===== config.mk =====
export PLATFORM = sky130hd
export DESIGN_NAME = idc_ram
export DESIGN_NICKNAME = d
export VERILOG_FILES = /design/src/hdl/assert_macros.svh /design/src/hdl/idc_ram.sv
export SDC_FILE = /design/constraint.sdc
export NUM_CORES = 1
export LEC_CHECK = 0
export BUFFER_PORTS_ARGS = -buffer_cell sky130_fd_sc_hd__buf_2
export CORE_ASPECT_RATIO = 1.75
export CORE_MARGIN = 2
export CORE_UTILIZATION = 40
export CTS_BUF_LIST = sky130_fd_sc_hd__clkbuf_4
export CTS_CLUSTER_SIZE = 8
export DETAILED_ROUTE_END_ITERATION = 16
export GPL_TIMING_DRIVEN = 0
export SETUP_SLACK_MARGIN = 0.1
export SYNTH_ARGS = -nofsm -noshare
export SYNTH_HDL_FRONTEND = slang
export SYNTH_SLANG_ARGS = --single-unit

===== constraint.sdc =====
create_clock -name i_clk -period 1.7 [get_ports i_clk]
set_clock_uncertainty 0.15 [all_clocks]
set_input_delay 0.085 -clock i_clk [delete_from_list [all_inputs] [get_ports i_clk]]
set_output_delay 0.085 -clock i_clk [all_outputs]
set_load 0.01 [all_outputs]

===== src/hdl/assert_macros.svh =====
// Assertion macros for the RTL files.
// No dependencies; included by files that carry assertions.
`ifndef ASSERT_MACROS_SVH
`define ASSERT_MACROS_SVH

// Same-cycle implication, disabled in reset.
`define IDC_ASSERT_IMPL(lbl, clk, rstn, prop, msg) \
    lbl: assert property (@(posedge clk) disable iff (!rstn) prop) else $error(msg);

// Next-cycle implication, disabled in reset.
`define IDC_ASSERT_NEXT(lbl, clk, rstn, ante, cons, msg) \
    lbl: assert property (@(posedge clk) disable iff (!rstn) (ante) |=> (cons)) else $error(msg);

`endif


===== src/hdl/idc_ram.sv =====
// Generic single-write, single-read RAM with registered read data.
// No dependencies.
module idc_ram #(
    parameter int WIDTH = 8,
    parameter int DEPTH = 16
) (
    input  logic                     i_clk,
    input  logic                     i_we,
    input  logic [$clog2(DEPTH)-1:0] i_waddr,
    input  logic [WIDTH-1:0]         i_wdata,
    input  logic                     i_re,
    input  logic [$clog2(DEPTH)-1:0] i_raddr,
    output logic [WIDTH-1:0]         o_rdata
);
    logic [WIDTH-1:0] r_mem [DEPTH];

    always_ff @(posedge i_clk) begin
        if (i_we) begin
            r_mem[i_waddr] <= i_wdata;
        end
        if (i_re) begin
            o_rdata <= r_mem[i_raddr];
        end
    end
endmodule


==> Word-level counts from Yosys, hierarchy flattened <==
Memory sizes are Yosys's and may differ from the RTL's. A register that Yosys moved wholly into a read port is not among the register bits.
Cells that the tools add are included.
{ "totals": {"in_bits": 19, "regBits": 0, "memories": 1, "output_inout_bits": 8, "mem_bits_rw": 128} }
{ "op_classes": {"n_mux": 2} }
{ "memory_table": {"columns": ["memory", "words", "word_bits", "read_ports", "rd_ports_with_merged_regs", "wr", "line", "source"], "rows": [
  ["r_mem", 16, 8, 1, 1, 1, "idc_ram.sv:15", "logic [WIDTH-1:0] r_mem [DEPTH];"]
]} }
{ "op_table": {"columns": ["op", "count"], "rows": [
  ["$mux 1", 2]
]} }

==> Logic depth before layout (Yosys ltp) <==
Gate-level depths: netlist of run 1.
{ "logic_depth": {"depth_word": 2, "mapped_depth": 5} }

==> Worst setup path after synthesis of run 1 <==
Ideal clock, no wire load.
{ "synth_timing": {"kind": "input -> register", "from": "input i_waddr[2]", "to": "memory r_mem[0][0] (enable)", "setup_slack_ns": -0.028, "t_arrival_ns": 1.195, "stages": 2, "n_path_buf": 0, "required_time_ns": 1.167, "cell_sequence": "or3b_2 > nor3_1"} }
{ "synth_lines": {"columns": ["element", "line", "source"], "rows": [
  ["start: declaration", "idc_ram.sv:9", "input logic [$clog2(DEPTH)-1:0] i_waddr,"],
  ["end: declaration", "idc_ram.sv:15", null]
]} }
Straight into the memory's write port.

==> results by group, run 1 <==
Status
  • Status: finished, violations left
  • Violated checks: negative hold slack

STA
  • Max-slew violations: 0
  • RSZ-0062 raised after global routing: yes
  • Slew @ Worst Pin: around 1.3 ns
  • Fmax achieved: approximately 630 MHz
  • Final Cycle Share: between 90% and 100%
  • Worst slew margin: 15.9%
  • Hold Slack: -0.0843 ns
  • Final Setup Violations: 0
  • Min cycle time layout: about 1.6 ns
  • Final Hold Fails: 16

Setup path
  • CP startpoint: r_mem[8][3]$_DFFE_PP_
  • Path type of the worst setup path: register to register
  • WP data required: 1.81 ns
  • Crit path cell chain: mux4_2, a22oi_1, nand2_1
  • Critical Path Fanout Max: 1
  • R2r worst-path depth: 3
  • Crit. End Element: register
  • Worst r2r dst: o_rdata[3]$_DFFE_PP_
  • Critical Path End: o_rdata[3]$_DFFE_PP_
  • Worst path max stage delay: between 0.5 and 0.6 ns
  • Worst r2r src: r_mem[8][3]$_DFFE_PP_
  • Reg2Reg Setup Slack: between 0.1 and 0.15 ns
  • Startpoint type of the worst setup path: register
  • Crit path DAT: 1.71 ns
  • Slowest cell on crit path: mux4_2

GRT
  • First-pass GRT wire length: ~16 mm
  • Largest net degree at the start of global routing: 17
  • Vias in the first global route: 2587
  • Grt ovf: 0
  • Initial antenna violation count: 1
  • All-Layer GR Usage: ~16%

Clock tree
  • Clock buffer depth: 2
  • TritonCTS clock tree: done
  • H-tree depth: 4
  • Clk Latency, worst-skew pair: around 0.51 ns
  • Postcts setup bufs: 0
  • Sink Count: 136
  • Clock transition at path regs: between 0.1 and 0.15 ns
  • Root Buffer: clkbuf_4
  • Cts bufs inserted: 17
  • CTS hold repair buffers: 12

Logic synthesis
  • Synthesized area per cell: 22.8 sq um
  • Synth unique cells: 18
  • Mapped Cells: between 200 and 250
  • Area of the mapped netlist: 0.00523 sq mm
  • Count of state elements after synthesis: roughly 140
  • Net Count, Synth: 248
  • Syn. warnings: 0
  • Post-synthesis sequential area ratio: 78.1%

Detailed routing
  • Detail Route Antenna Nets: 0
  • DR iter-0 viols: 204
  • First drt pass iteration count: 6
  • WL/cell: around 22 um
  • Final wirelength: around 10 mm
  • Residual DRC: 0
  • Vias: between 2000 and 2500
  • Via density per instance: between 5 and 6

Min path
  • Hold depth: 2
  • Hold WC Path Type: input port to register

Die
  • Ports: 27
  • Die extent in x: roughly 90 um
  • Core footprint: roughly 0.013 sq mm
  • Die Ht: ~160 um
  • Starting Density: 40.6%
  • Full die area: around 0.014 sq mm
  • Num rows: 55

Place
  • Post-DP HPWL: 6.98 mm
  • PortBufs: 25
  • Dpl cells: roughly 430
  • Global placer's final weighted congestion: approximately 0.81

Power
  • Leakage: between 0.0015 and 0.002 uW
  • Worst VDD drop: slightly above 0.4 mV
  • Power Dens Cells: about 1100 mW/mm^2

Job
  • Maximum capacitance violations: 0

Final layout
  • P&R area growth vs syn: 14.9%
  • Non-Filler Instances: about 470
  • Post-layout util: between 40 and 50%
  • Fin nets: roughly 300
  • Layout cells sized above 1: approximately a third
## state kept, by name, indices dropped and copies added (netlist names)
signal / count
o_rdata: 8
r_mem: 128
## through the flow
stage | hold WS [ns] | power [uW] | area, sq um | TNS [ns] | setup WS [ns]
final | -0.0843 | 6430 | 6010 | 0 | 0.106
after global routing | -0.128 | 6640 | 6010 | 0 | 0.0725
after CTS | -0.137 | 6470 | 6000 | 0 | 0.0985
after detailed placement | 0.274 | 4230 | 5570 | -15.23 | -0.411
after global placement | 0.268 | 4220 | 5570 | -15.35 | -0.393
after floorplan | 0.0339 | 4060 | 5230 | 0 | 0.183
## what timing repair did
| item | CTS | global route |
|---|---|---|
| pin swaps | 5 | 5 |
| setup endpoints to repair | 7 | 8 |
| gates resized for setup | 14 | 6 |
| endpoints found under the hold margin | 170 | 32 |
## cell families after synthesis
logic type,share of synthesized area [%]
AND/OR/NAND/NOR,3.14
multiplexers,14.8
AO/OA/AOI/OAI,2.30
flip-flops,78.1
buffers and inverters,1.65
## power by group
group          switching [uW]  internal, uW
Combinational             232           174
Sequential               17.3          3770
Clock                    1050          1190
## Yosys cell counts
master / n / area [sq um]
clkdlybuf4s25_2: 3 / 30.0
nand3_1: 1 / 5.00
mux4_1: 14 / 368
buf_4: 1 / 7.51
and2b_1: 1 / 7.51
nor3_1: 4 / 20.0
buf_2: 3 / 15.0
nand3b_1: 2 / 15.0
nor2_1: 13 / 48.8
edfxtp_1: 136 / 4080
or3b_2: 1 / 8.76
and2_1: 1 / 6.26
nor2b_1: 1 / 6.26
mux4_2: 18 / 405
buf_6: 3 / 33.8
nand2_1: 9 / 33.8
nand2b_1: 2 / 12.5
a22oi_1: 16 / 120
## layout by cell type (no fill, tap or decap), types with 2 or more instances in the layout
cell | Yosys | final
clkdlybuf4s25_2 | 3 | 3
bufinv_16 | 0 | 4
clkbuf_4 | 0 | 20
mux4_2 | 18 | 29
nor2_1 | 13 | 13
buf_2 | 3 | 28
buf_6 | 3 | 3
mux4_1 | 14 | 3
clkinv_1 | 0 | 4
dlygate4sd3_1 | 0 | 12
nor3_2 | 0 | 2
clkinvlp_4 | 0 | 2
nor3_1 | 4 | 2
nand3b_1 | 2 | 2
a22oi_2 | 0 | 9
nand2_1 | 9 | 9
nand2b_1 | 2 | 2
edfxtp_1 | 136 | 136
a22oi_1 | 16 | 7
## area by class of cell
| type | count | area, sq um |
|---|---|---|
| tap | 171 | 214 |
| clock buffer | 20 | 150 |
| multi-input combinational | 83 | 1070 |
| buffer | 10 | 86.3 |
| antenna | 1 | 2.50 |
| clock inverter | 11 | 155 |
| timing repair buffer | 37 | 245 |
| fill | 1105 | 6860 |
| sequential | 136 | 4080 |
## worst min-delay path by stage
stage	startpoint	slack, ns	end
after floorplan	i_wdata[0]	0.03	r_mem[0][0]$_DFFE_PP_
after global placement	i_re	0.27	o_rdata[4]$_DFFE_PP_
after detailed placement	i_re	0.27	o_rdata[2]$_DFFE_PP_
after CTS	i_waddr[0]	-0.14	r_mem[0][0]$_DFFE_PP_
after global routing	i_waddr[0]	-0.13	r_mem[0][0]$_DFFE_PP_
final	i_waddr[0]	-0.08	r_mem[8][4]$_DFFE_PP_
## per-layer routing
layer,vias to the layer above,routed length (um),GRT usage (%)
li1,1083,-,-
met1,1272,3960,17.4
met2,92,5540,27.9
met3,24,433,4.41
met4,0,484,9.45
met5,-,0,0
## critical path, delay by kind of cell (launching register included)
family	cells	cell delay (ns)
multiplexers	1	0.51
flip-flops	1	0.40
AND/OR/NAND/NOR	1	0.08
AO/OA/AOI/OAI	1	0.20
Note: power is estimated with default switching activity, not from simulation.
==> run 2, diff against run 1 <==
--- a/config.mk
+++ b/config.mk
@@ -13,6 +13,7 @@
 export CTS_CLUSTER_SIZE = 8
 export DETAILED_ROUTE_END_ITERATION = 16
 export GPL_TIMING_DRIVEN = 0
+export REMOVE_ABC_BUFFERS = 1
 export SETUP_SLACK_MARGIN = 0.1
 export SYNTH_ARGS = -nofsm -noshare
 export SYNTH_HDL_FRONTEND = slang
==> results by group, run 2 (synthesis gave the netlist of run 1 again) <==
Clock tree
  • TritonCTS clock tree: done (unchanged)
  • Clock transition at path regs: 0.11 ns (about the same)
  • Cts bufs inserted: 17 (unchanged)
  • Sink Count: 136 (unchanged)
  • CTS hold repair buffers: 10 (was 12)
  • Root Buffer: clkbuf_4 (unchanged)
  • Clock buffer depth: 2 (unchanged)
  • Clk Latency, worst-skew pair: 0.54 ns (was 0.51 ns)
  • H-tree depth: 4 (unchanged)

GRT
  • First-pass GRT wire length: 14.7 mm (was 15.6 mm)
  • Largest net degree at the start of global routing: 33 (was 17)
  • All-Layer GR Usage: 14.8% (was 16.0%)
  • Grt ovf: 0 (unchanged)
  • Vias in the first global route: 2586 (was 2587)
  • Initial antenna violation count: 1 (unchanged)

Setup path
  • Worst path max stage delay: 0.76 ns (was 0.51 ns)
  • Path type of the worst setup path: input port to register (was register to register)
  • Worst r2r src: r_mem[0][4]$_DFFE_PP_ (was r_mem[8][3]$_DFFE_PP_)
  • WP data required: 1.72 ns (was 1.81 ns)
  • Startpoint type of the worst setup path: input port (was register)
  • Worst r2r dst: o_rdata[4]$_DFFE_PP_ (was o_rdata[3]$_DFFE_PP_)
  • Critical Path Fanout Max: 8 (was 1)
  • Crit path DAT: 1.63 ns (was 1.71 ns)
  • Crit path cell chain: buf_2, dlygate4sd3_1, nor3_2 (was mux4_2, a22oi_1, nand2_1)
  • R2r worst-path depth: 3 (unchanged)
  • CP startpoint: i_waddr[0] (was r_mem[8][3]$_DFFE_PP_)
  • Crit. End Element: register (unchanged)
  • Reg2Reg Setup Slack: 0.14 ns (was 0.11 ns)
  • Slowest cell on crit path: nor3_2 (was mux4_2)

Detailed routing
  • Via density per instance: 5.14 (was 5.27)
  • Detail Route Antenna Nets: 0 (unchanged)
  • Vias: 2359 (was 2471)
  • First drt pass iteration count: 8 (was 6)
  • Final wirelength: 9.57 mm (was 10.4 mm)
  • Residual DRC: 0 (unchanged)
  • WL/cell: 20.8 um (was 22.2 um)
  • DR iter-0 viols: 199 (was 204)

Final layout
  • Number of flip-flops in the largest register: 128 (unchanged)
  • Largest Register: r_mem (unchanged)
  • Register Area: 0.00408 sq mm (unchanged)
  • Fin nets: 293 (was 304)
  • Multi-input logic area: 0.00109 sq mm (was 0.00107 sq mm)
  • Top Registers: r_mem x128, o_rdata x8 (unchanged)
  • P&R area growth vs syn: 12.2% (was 14.9%)
  • Most common cell after layout, fill and taps aside: edfxtp_1 (unchanged)
  • Post-layout util: 45.6% (was 46.7%)
  • Fillers: 1120 (was 1105)
  • Layout cells sized above 1: 32.1% (was 34.7%)
  • Commonest non-fill, non-tap cells in the layout: edfxtp_1, mux4_2, buf_2, clkbuf_4, nor2_1 (unchanged)

STA
  • Max-slew violations: 0 (unchanged)
  • Hold Slack: -0.0806 ns (was -0.0843 ns)
  • Final Hold Fails: 32 (was 16)
  • Fmax achieved: 621 MHz (was 627 MHz)
  • Worst slew margin: 36.0% (was 15.9%)
  • Final Setup Violations: 0 (unchanged)
  • Slew @ Worst Pin: 0.957 ns (was 1.25 ns)
  • Min cycle time layout: 1.61 ns (was 1.59 ns)
  • RSZ-0062 raised after global routing: yes (unchanged)
  • Final Cycle Share: 94.7% (was 93.8%)

Place
  • PortBufs: 26 (was 25)
  • Post-DP HPWL: 6.17 mm (was 6.98 mm)
  • Global placer's final weighted congestion: 0.716 (was 0.815)

Die
  • Full die area: 0.0140 sq mm (unchanged)
  • Starting Density: 40.6% (unchanged)
  • Die Ht: 155 um (unchanged)
  • Die extent in x: 90.4 um (unchanged)
  • Ports: 27 (unchanged)
  • Num rows: 55 (unchanged)
  • Core footprint: 0.0129 sq mm (unchanged)

Power
  • Leakage: 0.00184 uW (was 0.00192 uW)
  • Worst VDD drop: 0.390 mV (was 0.411 mV)
  • Switch Pwr: 1330 uW (was 1300 uW)
  • Clk pwr share: 30.2% (was 34.8%)
  • Switching power share of the total: 22.4% (was 20.2%)
  • Power Dens Cells: 1010 mW/mm^2 (was 1070 mW/mm^2)
  • Total power draw: 5950 uW (was 6430 uW)
  • Internal Pwr Total: 4620 uW (was 5130 uW)
  • Combinational group share of total power: 6.1% (was 6.3%)
  • Flop pwr share: 63.7% (was 58.9%)

Status
  • Status: finished, violations left (unchanged)
  • Violated checks: negative hold slack (unchanged)

Min path
  • Hold WC Path Type: input port to register (unchanged)
  • Hold depth: 2 (unchanged)
  • Hold Crit Start: i_waddr[1] (was i_waddr[0])
  • WHS Endpoint: r_mem[0][4]$_DFFE_PP_ (was r_mem[8][4]$_DFFE_PP_)

Job
  • Maximum capacitance violations: 0 (unchanged)
-- run 2: cell types whose count changed in the layout (fill, tap and decap cells not counted), sizes merged --
cell           change
buf                -6
bufinv             -3
clkbuf             -3
clkdlybuf4s25      -3
clkinv             +2
clkinvlp           +4
dlygate4sd3        -2
inv                +1
-- run 2: routing by layer --
layer	up-vias	share of wire (%)	global-route usage (%)
li1	1066	-	-
met1	1218	37	15.7
met2	63	57	27.4
met3	12	4.1	4.31
met4	0	1.9	6.08
met5	-	0	0
-- run 2: timing repair --
item	in CTS	in global routing
hold endpoints to repair	168	32
resized for setup	13	5
cloned	0	0
buffers inserted	0	0
pin swaps	3	3
setup endpoints to repair	8	22
-- run 2: critical path: cells and delay by family --
kind / cells / cell delay [ns]
buf+inv: 2 / 0.78
simple gates: 1 / 0.76
-- run 2: layout make-up --
cell class | count | share of cell area [%]
multi-input combinational | 83 | 18.6
clock inverter | 15 | 1.90
antenna | 1 | 0.0427
tap | 171 | 3.65
sequential | 136 | 69.6
clock buffer | 17 | 2.18
timing repair buffer | 36 | 3.97
-- run 2: power groups by stage --
stage          sequential, uW  clock (uW)  combinational (uW)
5_1_grt                  3800        1960                 397
3_3_place_gp             3860           0                 326
6_report                 3790        1800                 363
3_5_place_dp             3870           0                 334
2_1_floorplan            3870           0                 151
4_1_cts                  3790        1830                 366
-- run 2: how the worst max path moves through the flow --
stage	end	slack [ns]	cells after the start
6_report	r_mem[12][3]$_DFFE_PP_	0.09	3
5_1_grt	r_mem[12][3]$_DFFE_PP_	0.07	3
4_1_cts	o_rdata[2]$_DFFE_PP_	0.08	3
3_5_place_dp	o_rdata[2]$_DFFE_PP_	-0.75	4
3_3_place_gp	o_rdata[2]$_DFFE_PP_	-0.75	4
2_1_floorplan	r_mem[0][0]$_DFFE_PP_	-0.03	2
-- run 2: metrics by stage --
step	instances	setup slack [ns]	TNS, ns	instance area (sq um)
3_5_place_dp	416	-0.752	-17.49	5510
6_report	459	0.0896	0	5860
4_1_cts	458	0.0840	0	5850
5_1_grt	459	0.0699	0	5860
2_1_floorplan	219	-0.0279	-0.223	5140
3_3_place_gp	416	-0.755	-30.87	5490
==> run 3, diff against run 2 <==
--- a/config.mk
+++ b/config.mk
@@ -9,7 +9,7 @@
 export CORE_ASPECT_RATIO = 1.75
 export CORE_MARGIN = 2
 export CORE_UTILIZATION = 40
-export CTS_BUF_LIST = sky130_fd_sc_hd__clkbuf_4
+export CTS_BUF_LIST = sky130_fd_sc_hd__clkbuf_4 sky130_fd_sc_hd__clkbuf_8
 export CTS_CLUSTER_SIZE = 8
 export DETAILED_ROUTE_END_ITERATION = 16
 export GPL_TIMING_DRIVEN = 0
==> results by group, run 3 (synthesis gave the netlist of run 1 again) <==
STA
  • Final Hold Fails: 0 (was 32)
  • Slew @ Worst Pin: 0.972 ns (was 0.957 ns)
  • Max-slew violations: 0 (unchanged)
  • Final Cycle Share: 93.0% (was 94.7%)
  • Worst slew margin: 35.0% (was 36.0%)
  • Final Setup Violations: 0 (unchanged)
  • Fmax achieved: 633 MHz (was 621 MHz)
  • RSZ-0062 raised after global routing: yes (unchanged)
  • Final worst slack: 0.120 ns (was 0.0896 ns)
  • Min cycle time layout: 1.58 ns (was 1.61 ns)

Die
  • Die extent in x: 90.4 um (unchanged)
  • Full die area: 0.0140 sq mm (unchanged)
  • Core footprint: 0.0129 sq mm (unchanged)
  • Die Ht: 155 um (unchanged)
  • Starting Density: 40.6% (unchanged)
  • Ports: 27 (unchanged)
  • Num rows: 55 (unchanged)

Final layout
  • Fin nets: 292 (was 293)
  • Most common cell after layout, fill and taps aside: edfxtp_1 (unchanged)
  • Largest Register: r_mem (unchanged)
  • # diodes: 0 (was 1)
  • Number of flip-flops in the largest register: 128 (unchanged)
  • Layout cells sized above 1: 32.2% (was 32.1%)
  • Fillers: 1103 (was 1120)
  • P&R area growth vs syn: 14.0% (was 12.2%)
  • Top Registers: r_mem x128, o_rdata x8 (unchanged)
  • Commonest non-fill, non-tap cells in the layout: edfxtp_1, mux4_2, buf_2, clkbuf_8, nor2_1 (was edfxtp_1, mux4_2, buf_2, clkbuf_4, nor2_1)
  • Final instance area: 0.00596 sq mm (was 0.00586 sq mm)

Min path
  • Hold Crit Start: i_waddr[1] (unchanged)
  • WHS Endpoint: r_mem[0][4]$_DFFE_PP_ (unchanged)
  • Hold depth: 2 (unchanged)
  • Hold WC Path Type: input port to register (unchanged)

GRT
  • Largest net degree at the start of global routing: 33 (unchanged)
  • Initial antenna violation count: 0 (was 1)
  • All-Layer GR Usage: 14.9% (was 14.8%)
  • First-pass GRT wire length: 14.7 mm (unchanged)
  • Grt ovf: 0 (unchanged)
  • Vias in the first global route: 2611 (was 2586)

Setup path
  • Critical Path Fanout Max: 1 (was 8)
  • Crit path DAT: 1.61 ns (was 1.63 ns)
  • Worst r2r dst: o_rdata[4]$_DFFE_PP_ (unchanged)
  • Crit path max-delay family: multiplexers (was buffers and inverters)
  • Startpoint type of the worst setup path: register (was input port)
  • Reg2Reg Setup Slack: 0.12 ns (was 0.14 ns)
  • WP data required: 1.73 ns (was 1.72 ns)
  • Worst path max stage delay: 0.50 ns (was 0.76 ns)
  • Path type of the worst setup path: register to register (was input port to register)
  • Crit path cell chain: mux4_2, a22oi_2, nand2_1 (was buf_2, dlygate4sd3_1, nor3_2)
  • Worst r2r src: r_mem[0][4]$_DFFE_PP_ (unchanged)
  • Crit path buf inv count: 0 (was 2)
  • Crit. End Element: register (unchanged)
  • Slowest cell on crit path: mux4_2 (was nor3_2)
  • R2r worst-path depth: 3 (unchanged)

Clock tree
  • Postcts setup bufs: 0 (unchanged)
  • Clk Latency, worst-skew pair: 0.43 ns (was 0.54 ns)
  • Clock buffer depth: 2 (unchanged)
  • Root Buffer: clkbuf_8 (was clkbuf_4)
  • TritonCTS clock tree: done (unchanged)
  • H-tree depth: 4 (unchanged)
  • Sink Count: 136 (unchanged)
  • Clock transition at path regs: 0.07 ns (was 0.11 ns)
  • Cts bufs inserted: 17 (unchanged)

Place
  • PortBufs: 26 (unchanged)
  • Global placer's final weighted congestion: 0.716 (unchanged)
  • Post-DP HPWL: 6.17 mm (unchanged)
  • Pre-CTS WS: -0.752 ns (unchanged)
  • Placed instance area: 0.00551 sq mm (unchanged)

Detailed routing
  • Vias: 2404 (was 2359)
  • Detail Route Antenna Nets: 0 (unchanged)
  • Via density per instance: 5.26 (was 5.14)
  • WL/cell: 21.0 um (was 20.8 um)
  • Final wirelength: 9.62 mm (was 9.57 mm)
  • DR iter-0 viols: 172 (was 199)
  • Residual DRC: 0 (unchanged)
  • First drt pass iteration count: 4 (was 8)

Power
  • Worst VDD drop: 0.448 mV (was 0.390 mV)
  • Power Dens Cells: 1080 mW/mm^2 (was 1010 mW/mm^2)
  • Leakage: 0.00188 uW (was 0.00184 uW)

Status
  • Status: complete, no violations (was finished, violations left)

Job
  • Maximum capacitance violations: 0 (unchanged)
[run 3: changes by cell type in the layout (fill, tap and decap cells not counted)]
cell           previous run  this run
clkbuf_8                  0        17
diode_2                   1         0
dlygate4sd3_1            10         9
clkbuf_4                 17         0
[run 3: cell type report]
class	count	area, sq um	area share (%)
repair buffers	35	223	3.74
well taps	171	214	3.59
clock buffers	17	234	3.93
clock inverters	15	111	1.87
multi-input cells	83	1090	18.3
flip-flops and latches	136	4080	68.5
[run 3: worst max-delay path by stage]
stage / to / cells past startpoint / slack [ns] / startpoint
2_1_floorplan: r_mem[0][0]$_DFFE_PP_ / 2 / -0.03 / i_waddr[2]
5_1_grt: o_rdata[2]$_DFFE_PP_ / 3 / 0.08 / r_mem[9][2]$_DFFE_PP_
4_1_cts: o_rdata[2]$_DFFE_PP_ / 3 / 0.09 / r_mem[0][2]$_DFFE_PP_
3_5_place_dp: o_rdata[2]$_DFFE_PP_ / 4 / -0.75 / i_raddr[0]
3_3_place_gp: o_rdata[2]$_DFFE_PP_ / 4 / -0.75 / i_raddr[0]
6_report: o_rdata[4]$_DFFE_PP_ / 3 / 0.12 / r_mem[0][4]$_DFFE_PP_
[run 3: power breakdown]
| group | internal, uW | switching, uW |
|---|---|---|
| Sequential | 3770 | 16.7 |
| Combinational | 153 | 209 |
| Clock | 1120 | 1170 |
| Total | 5050 | 1390 |
[run 3: worst register-to-register path, cell delays in order, from the launching register on]
cell and delay (ns):
edfxtp_1 0.38, mux4_2 0.50, a22oi_2 0.21, nand2_1 0.09
[run 3: repair_timing]
item / CTS / global route
gates resized for setup: 13 / 5
pin swaps: 0 / 3
hold buffers: 9 / 0
endpoints found under the hold margin: 136 / 0
endpoints found under the setup margin: 8 / 6
[run 3: layer usage]
metal  GRT usage [%]  share of wire, %
met4            7.40               2.2
met2            27.3                56
met1            15.5                37
met5               0                 0
met3            4.16               4.2
[run 3: stage by stage]
stage | utilization, % | hold slack [ns] | TNS (ns) | total power (uW) | instances
final | 46.3 | 0.0330 | 0 | 6440 | 457
after detailed placement | 42.8 | 0.279 | -17.49 | 4200 | 416
after CTS | 46.2 | 0.0133 | 0 | 6480 | 457
after global routing | 46.3 | 0.0246 | 0 | 6650 | 457
after global placement | 42.6 | 0.279 | -30.87 | 4190 | 416
after floorplan | - | 0.0339 | -0.223 | 4020 | 219
